**config.mk**
```make
export PLATFORM = sky130hd
export DESIGN_NAME = salc_front
export DESIGN_NICKNAME = d
export VERILOG_FILES = /design/src/rtl/salc_pkg.sv /design/src/rtl/salc_front.sv
export SDC_FILE = /design/constraint.sdc
export NUM_CORES = 1
export LEC_CHECK = 0
export ABC_AREA = 1
export BUFFER_PORTS_ARGS = -buffer_cell sky130_fd_sc_hd__buf_2
export CAP_MARGIN = 20
export CORE_MARGIN = 3
export CORE_UTILIZATION = 50
export DETAILED_ROUTE_END_ITERATION = 12
export HOLD_SLACK_MARGIN = 0.05
export PLACE_DENSITY = 0.78
export SLEW_MARGIN = 20
export SYNTH_ARGS = -nofsm -noshare
export SYNTH_HDL_FRONTEND = slang
export SYNTH_SLANG_ARGS = --single-unit
```
**constraint.sdc**
```tcl
create_clock -name clk -period 4.7 [get_ports clk]
set_input_delay 0.47 -clock clk [delete_from_list [all_inputs] [get_ports clk]]
set_output_delay 0.47 -clock clk [all_outputs]
set_load 0.02 [all_outputs]
```
**src/rtl/salc_pkg.sv**
```systemverilog
package salc_pkg;

    localparam int SETS = 256;
    localparam int WAYS = 4;
    localparam int IB = (SETS <= 1) ? 1 : $clog2(SETS);
    localparam int IBR = (SETS <= 1) ? 0 : $clog2(SETS);
    localparam int WB = (WAYS <= 1) ? 1 : $clog2(WAYS);

    localparam logic [1:0] KIND_WB = 2'd0;
    localparam logic [1:0] KIND_FETCH = 2'd1;
    localparam logic [1:0] KIND_RESP = 2'd2;

    localparam logic CFG_OFFSET = 1'b0;
    localparam logic CFG_NEXT = 1'b1;

    typedef struct packed {
        logic        is_write;
        logic [31:0] addr;
        logic [IB-1:0] set;
        logic [31:0] tag;
    } req_t;

    typedef struct packed {
        logic [1:0]  kind;
        logic [31:0] addr;
        logic        hit;
        logic        last;
    } res_t;

    typedef struct packed {
        logic        valid;
        logic        dirty;
        logic [3:0]  rank;
        logic [31:0] tag;
        logic [31:0] addr;
    } line_t;

endpackage

```
**src/rtl/salc_front.sv**
```systemverilog
module salc_front (
    input  logic                 clk,
    input  logic                 rst_n,
    input  logic                 in_valid,
    output logic                 in_stall,
    input  logic                 action,
    input  logic [31:0]          address,
    input  logic [3:0]           offset_bits,
    output logic                 q_valid,
    input  logic                 q_pop,
    output salc_pkg::req_t       q_data
);
    // two-entry queue of classified requests
    salc_pkg::req_t mem_reg [2];
    logic [1:0] cnt_reg;
    logic rd_reg, wr_reg;
    salc_pkg::req_t req;
    logic [31:0] sh;
    logic [salc_pkg::IB-1:0] fld;
    logic push;

    always_comb
    begin
        sh = address >> offset_bits;
        fld = '0;
        if (salc_pkg::IBR > 0)
            fld = sh[salc_pkg::IB-1:0];
        if ({1'b0, fld} >= (salc_pkg::IB+1)'(salc_pkg::SETS))
            fld = fld - salc_pkg::IB'(salc_pkg::SETS);
        req.is_write = action;
        req.addr = address;
        req.set = fld;
        req.tag = 32'(({32'b0, address}) >> ({2'b0, offset_bits} + 6'(salc_pkg::IBR)));
    end

    assign in_stall = (cnt_reg == 2'd2);
    assign push = in_valid && !in_stall;
    assign q_valid = (cnt_reg != 2'd0);
    assign q_data = mem_reg[rd_reg];

    always_ff @(posedge clk)
    begin
        if (push)
            mem_reg[wr_reg] <= req;
    end

    always_ff @(posedge clk or negedge rst_n)
    begin
        if (!rst_n)
        begin
            cnt_reg <= '0;
            rd_reg <= 1'b0;
            wr_reg <= 1'b0;
        end
        else
        begin
            if (push)
                wr_reg <= !wr_reg;
            if (q_pop)
                rd_reg <= !rd_reg;
            cnt_reg <= cnt_reg + 2'(push) - 2'(q_pop);
        end
    end
endmodule

```
==> results.py, run 1 <==
metrics = {
    "yosys": {
        "synth_common_cells": "169 x nand2_1, 130 x edfxtp_1, 116 x nand3_1",
        "yosysSeqAreaShare": 0.635,
        "ys.flop_type": "edfxtp_1",
        "ys_seq_elements": 134,
        "synth_area_per_cell_sq_um": 11.4,
        "yosysUniqueCellTypes": 22,
        "yosys_warnings": 0,
        "yosysTopAreaCellShare": 0.619,
        "synth_area_sq_um": 6310,
        "synth.area.top_cells": "edfxtp_1 62%, mux2_2 12%, nand2_1 10%",
        "yosysTopAreaCell": "edfxtp_1",
        "yosysMostFrequentCell": "nand2_1",
        "synth_edf_count": 130,
        "netlist_instances": 552,
        "synthArstFlopShare": 0.0299,
    },
    "job": {
        "maxCapViolCount": 0,
    },
    "pwr": {
        "cellLeakagePower_nw": 3.09,
        "power_frac_comb": 0.325,
        "p_sw_frac": 0.340,
        "powerDensity_nw_per_um2": 590,
        "seqPwrFrac": 0.401,
        "vdd_drop_max_mv": 0.381,
        "p_int_mw": 2.93,
        "p_sw_mw": 1.50,
        "pwr-share-clk": 0.274,
    },
    "global_route": {
        "overflow": 0,
        "use_met1": 0.273,
        "grt_pass1_wl_um": 23100,
        "met2_usage": 0.345,
        "grt_antenna_before_repair": 0,
        "first_global_vias": 4595,
        "use_met3": 0.0574,
        "grt_max_degree": 40,
        "gr-usage-all-layers": 0.211,
        "busiest_layer": "met2",
    },
    "timing": {
        "period_share": 0.612,
        "fin_tns_setup_ns": 0,
        "fmax_ghz": 0.348,
        "relSlewSlack": 0.325,
        "period_needed_ns": 2.87,
        "worstMarginPinSlew_ns": 1.01,
        "hold_violations": 0,
        "rsz0062_at_grt": "false",
        "report.final.slew_viol_count": 0,
        "skew_ns": 0.00933,
        "setup_viol": 0,
    },
    "clock_network": {
        "cts_tree": "yes",
        "ctsResizeCount": 0,
        "insertion_delay_ns": 0.41,
        "clockBufferDepth": 2,
        "cts_made_buffers": 17,
        "h-tree-depth": 4,
        "cts_sinks": 134,
        "root_buffer": "clkbuf_16",
        "clk_pin_slew_ns": 0.06,
    },
    "finish": {
        "final_core_util": 0.618,
        "fillerInstances": 989,
        "diodes": 0,
        "syn_to_final_growth_pct": 19.1,
        "drive_gt1_frac": 0.320,
        "fin_nets": 695,
        "largest_reg_flops": 130,
    },
    "status": {
        "outcome": "finished clean",
    },
    "die": {
        "die_height_um": 118,
        "rows": 40,
        "start_util": 0.519,
        "dieArea_sq_um": 14000,
        "coreArea_sq_um": 12200,
        "io_pins": 116,
        "die_w_um": 118,
    },
    "setup_path": {
        "crit_path_start_kind": "flip-flop",
        "cp_top_family": "flip-flops",
        "crit_required_ns": 4.23,
        "crit_type": "reg -> out",
        "crit_arrival_ns": 2.40,
        "critPathSlowestCell": "dfrtp_2",
        "crit_chain": "buf_4 -> mux2_2 -> buf_2",
        "endpoint_kind": "output port",
        "cp_max_fo": 35,
        "path_buf_inv": 2,
        "max_stage_delay_ns": 0.89,
    },
    "placement": {
        "numPortBuffers": 107,
        "dp.final_hpwl_um": 9630,
        "gp_congestion": 0.995,
    },
    "routing": {
        "ant_nets": 0,
        "routedWlPerCell_um": 17.2,
        "initialDrtViolationCount": 374,
        "dr.pass1.iters": 7,
        "vias": 4627,
        "viasPerCell": 5.55,
        "drc": 0,
        "wl_um": 14300,
    },
    "min_path": {
        "worstHoldPathType": "in -> reg",
    },
}
-- timing repair --
| item | CTS | global route |
|---|---|---|
| setup buffers | 0 | 0 |
| hold buffers | 1 | 0 |
| endpoints found under the hold margin | 4 | 0 |
-- worst register-to-register path, cell delays in order, from the launching register on --
cell and delay (ns):
dfrtp_1 0.37, inv_1 0.11, o21ai_0 0.30, nor2_4 0.76, buf_4 0.60
-- final timing paths --
| path | start | end | slack (ns) | cells after the start |
|---|---|---|---|---|
| worst min-delay path | q_pop | rd_reg | 0.25 | 2 |
| worst min register to register | cnt_reg[0] | cnt_reg[0] | 0.57 | 1 |
| min in group asynchronous | rst_n | cnt_reg[1] | 0.39 | 2 |
| worst max-delay path | rd_reg | q_data[39] | 1.83 | 3 |
| max in group asynchronous | rst_n | rd_reg | 4.18 | 2 |
| worst max register to register | cnt_reg[1] | mem_reg[1][18] | 2.19 | 4 |
-- kinds of logic after synthesis --
family,synth area share
adder cells (fa/ha/maj),0.00397
multiplexers,0.116
AND/OR/NAND/NOR,0.203
XOR/XNOR,0.00555
buffers and inverters,0.0349
AO/OA/AOI/OAI,0.00158
other,0.000594
flip-flops,0.635
-- routing by layer --
layer  up-vias  routed length, um  share of wire
met5         -                  0              0
met3        28               1180          0.082
li1       2147                  -              -
met2       241               6940           0.49
met4         0                248          0.017
met1      2211               5930           0.41
-- cell type report --
type	count	area (sq um)	share of cell area
Tap cell	168	210	0.0280
Inverter	7	26.3	0.00350
Clock buffer	17	425	0.0566
Timing Repair Buffer	112	588	0.0783
Multi-Input combinational cell	380	2130	0.283
Clock inverter	15	130	0.0173
Sequential cell	134	4010	0.533
-- through the flow --
step           setup WS (ns)  hold WS (ns)  power (mW)  instances  area, sq um
3_3_place_gp            2.09         0.275        3.21        799         6930
2_1_floorplan          0.821         0.174        2.81        559         6340
5_1_grt                 1.69         0.246        4.65        833         7510
6_report                1.83         0.255        4.43        833         7510
3_5_place_dp            1.98         0.280        3.24        799         6930
4_1_cts                 1.77         0.240        4.47        832         7490
-- layout by cell type (no fill, tap or decap) --
| master | netlist | layout |
|---|---|---|
| buf_4 | 8 | 3 |
| edfxtp_1 | 130 | 130 |
| inv_1 | 6 | 6 |
| clkinvlp_4 | 0 | 6 |
| conb_1 | 1 | 8 |
| nor2_1 | 8 | 6 |
| nand4_1 | 2 | 2 |
| or2_2 | 1 | 1 |
| clkbuf_16 | 0 | 17 |
| nand3_1 | 116 | 116 |
| o21ai_0 | 1 | 1 |
| nand2_1 | 169 | 169 |
| xnor2_1 | 1 | 1 |
| dlygate4sd3_1 | 0 | 1 |
| nor2_4 | 0 | 2 |
| buf_2 | 17 | 107 |
| dfrtp_1 | 4 | 3 |
| bufinv_16 | 0 | 1 |
| nor3_1 | 2 | 2 |
| dfrtp_2 | 0 | 1 |
| a21oi_1 | 1 | 1 |
| clkinv_2 | 0 | 4 |
| clkinv_4 | 0 | 1 |
| ha_1 | 2 | 2 |
| xor2_1 | 3 | 3 |
| inv_2 | 1 | 1 |
| buf_12 | 0 | 1 |
| inv_6 | 0 | 3 |
| and3_1 | 1 | 1 |
| mux2_2 | 65 | 65 |
-- power groups by stage --
stage	clock, mW	combinational, mW	sequential [mW]
3_5_place_dp	0	1.44	1.81
3_3_place_gp	0	1.42	1.79
4_1_cts	1.24	1.45	1.78
2_1_floorplan	0	1.06	1.75
6_report	1.22	1.44	1.78
5_1_grt	1.30	1.54	1.81
Note: power is estimated with default switching activity, not from simulation.
==> inputs of run 2 (changes only) <==
--- a/config.mk
+++ b/config.mk
@@ -5,7 +5,7 @@
 export SDC_FILE = /design/constraint.sdc
 export NUM_CORES = 1
 export LEC_CHECK = 0
-export ABC_AREA = 1
+export ABC_AREA = 0
 export BUFFER_PORTS_ARGS = -buffer_cell sky130_fd_sc_hd__buf_2
 export CAP_MARGIN = 20
 export CORE_MARGIN = 3
==> constraint.sdc (replaced) <==
create_clock -name clk -period 2.9 [get_ports clk]
set_input_delay 0.29 -clock clk [delete_from_list [all_inputs] [get_ports clk]]
set_output_delay 0.29 -clock clk [all_outputs]
set_load 0.02 [all_outputs]
==> run 2 against run 1 <==
Global-route usage shrank 1.3 points. Clock power grew 57%. Hold slack got worse by 0.18 ns. Sequential share of layout area rose by 0.12 points. Critical path type unchanged.
==> results.py, run 2 <==
metrics = {
    "pwr": {
        "powerDensity_nw_per_um2": 954,
        "vdd_drop_max_mv": 0.516,
        "cellLeakagePower_nw": 2.89,
    },
    "min_path": {
        "hold_start": "q_pop",
        "worstHoldPathType": "in -> reg",
    },
    "yosys": {
        "synth_edf_count": 130,
        "yosysSeqAreaShare": 0.638,
        "netlist_instances": 403,
        "yosysTopAreaCell": "edfxtp_1",
        "synth_simple_gate_area_frac": 0.0421,
        "synth_common_cells": "130 x edfxtp_1, 69 x mux2_2, 50 x mux2i_1",
        "ys_seq_elements": 134,
        "synth_area_sq_um": 6280,
        "yosysMostFrequentCell": "edfxtp_1",
        "yosys_warnings": 0,
        "synthArstFlopShare": 0.0299,
        "ys.flop_type": "edfxtp_1",
        "synthMuxAreaShare": 0.229,
        "synth_top_family_by_area": "multiplexers",
        "yosysUniqueCellTypes": 41,
        "yosysTopAreaCellShare": 0.622,
        "synth_xor_area_frac": 0.00558,
        "synth.area.top_cells": "edfxtp_1 62%, mux2_2 12%, mux2i_1 8.0%",
        "synthAdderAreaFrac": 0.00399,
        "synth_area_per_cell_sq_um": 15.6,
        "synth-compound-area-share": 0.0460,
    },
    "routing": {
        "drc": 0,
        "initialDrtViolationCount": 308,
        "wl_um": 13300,
        "routedWlPerCell_um": 19.2,
        "vias": 3795,
        "dr.pass1.iters": 5,
        "viasPerCell": 5.47,
        "ant_nets": 0,
    },
    "placement": {
        "numPortBuffers": 107,
        "place_ws_ns": 0.680,
        "dp.final_hpwl_um": 9420,
        "gp_congestion": 0.863,
    },
    "clock_network": {
        "cts_setup_buffers": 0,
        "root_buffer": "clkbuf_16",
        "cts_made_buffers": 17,
        "h-tree-depth": 4,
        "clk_pin_slew_ns": 0.05,
        "clockBufferDepth": 2,
        "ctsResizeCount": 0,
        "cts_sinks": 134,
        "insertion_delay_ns": 0.41,
        "cts_tree": "yes",
        "cts_hold_buf": 1,
    },
    "job": {
        "maxCapViolCount": 0,
    },
    "global_route": {
        "gr-usage-all-layers": 0.198,
        "grt_max_degree": 66,
        "first_global_vias": 3885,
        "grt_pass1_wl_um": 21200,
        "grt_antenna_before_repair": 0,
        "overflow": 0,
    },
    "setup_path": {
        "regToRegStartpoint": "cnt_reg[1]",
        "crit_required_ns": 2.61,
        "crit_path_start_kind": "flip-flop",
        "endpoint_kind": "output port",
        "rr_endpoint": "mem_reg[1][51]",
        "crit_start": "rd_reg",
        "rr_worst_depth": 3,
        "cp_max_fo": 23,
        "crit_type": "reg -> out",
        "crit_arrival_ns": 2.03,
        "cp-endpoint": "q_data[56]",
        "reg2reg_slack_ns": 1.06,
    },
    "die": {
        "die_w_um": 118,
        "io_pins": 116,
        "start_util": 0.516,
        "coreArea_sq_um": 12200,
        "dieArea_sq_um": 13900,
        "rows": 40,
        "die_height_um": 118,
    },
    "timing": {
        "period_share": 0.799,
        "rsz0062_at_grt": "false",
        "period_needed_ns": 2.32,
        "relSlewSlack": 0.610,
        "fin_tns_setup_ns": 0,
        "hold_slack_ns": 0.0736,
        "fmax_ghz": 0.432,
        "finalWorstSetupSlack_ns": 0.584,
        "skew_ns": 0.00392,
        "setup_viol": 0,
        "report.final.slew_viol_count": 0,
        "hold_violations": 0,
        "worstMarginPinSlew_ns": 0.579,
    },
    "finish": {
        "drive_gt1_frac": 0.428,
        "syn_to_final_growth_pct": 19.4,
        "layout_common_cells": "130 x edfxtp_1, 107 x buf_2, 69 x mux2_2, 50 x mux2i_1, 26 x nand2_1",
        "mostFrequentLayoutCell": "edfxtp_1",
        "diodes": 0,
        "largest_reg_flops": 130,
        "fin_nets": 556,
    },
    "status": {
        "outcome": "finished clean",
    },
}
==> run 2: cell type report <==
| class | instances | area [sq um] |
|---|---|---|
| multi-input cells | 239 | 2090 |
| clock buffers | 17 | 425 |
| inverters | 5 | 18.8 |
| clock inverters | 15 | 114 |
| well taps | 168 | 210 |
| repair buffers | 116 | 631 |
| flip-flops and latches | 134 | 4010 |
| fillers | 933 | 4670 |
==> run 2: through the flow <==
step	instance area [sq um]	power, mW	utilization	instances
finish	7490	7.15	0.616	694
global route	7490	7.50	0.616	694
CTS	7490	7.23	0.616	694
detailed placement	6950	5.29	0.571	661
global placement	6950	5.24	0.571	661
floorplan	6310	4.53	-	410
==> run 2: layer usage <==
layer	share of wire	GRT usage
met2	0.48	0.308
met5	0	0
met3	0.050	0.0514
met4	0.023	0.0857
met1	0.44	0.264
==> run 2: cell families after synthesis <==
group / after synthesis
flip-flops: 134
multiplexers: 126
AND/OR/NAND/NOR: 57
AO/OA/AOI/OAI: 42
buffers and inverters: 37
XOR/XNOR: 4
adder cells (fa/ha/maj): 2
other: 1
==> run 2: worst max-delay path, stage by stage (launching register included) <==
cell     delay (ns)
dfrtp_2        0.73
buf_4          0.34
mux2_2         0.37
buf_2          0.16
==> run 2: worst min-delay path by stage <==
stage,end,cells after the start
final,rd_reg,2
after global routing,rd_reg,2
after detailed placement,cnt_reg[1],1
after CTS,rd_reg,2
after global placement,cnt_reg[1],1
after floorplan,cnt_reg[0],0
==> run 2: power by group <==
part	total, mW	switching (mW)	internal, mW
clock network	1.92	0.763	1.16
logic	2.38	1.43	0.943
registers	2.85	0.168	2.68
total	7.15	2.37	4.79
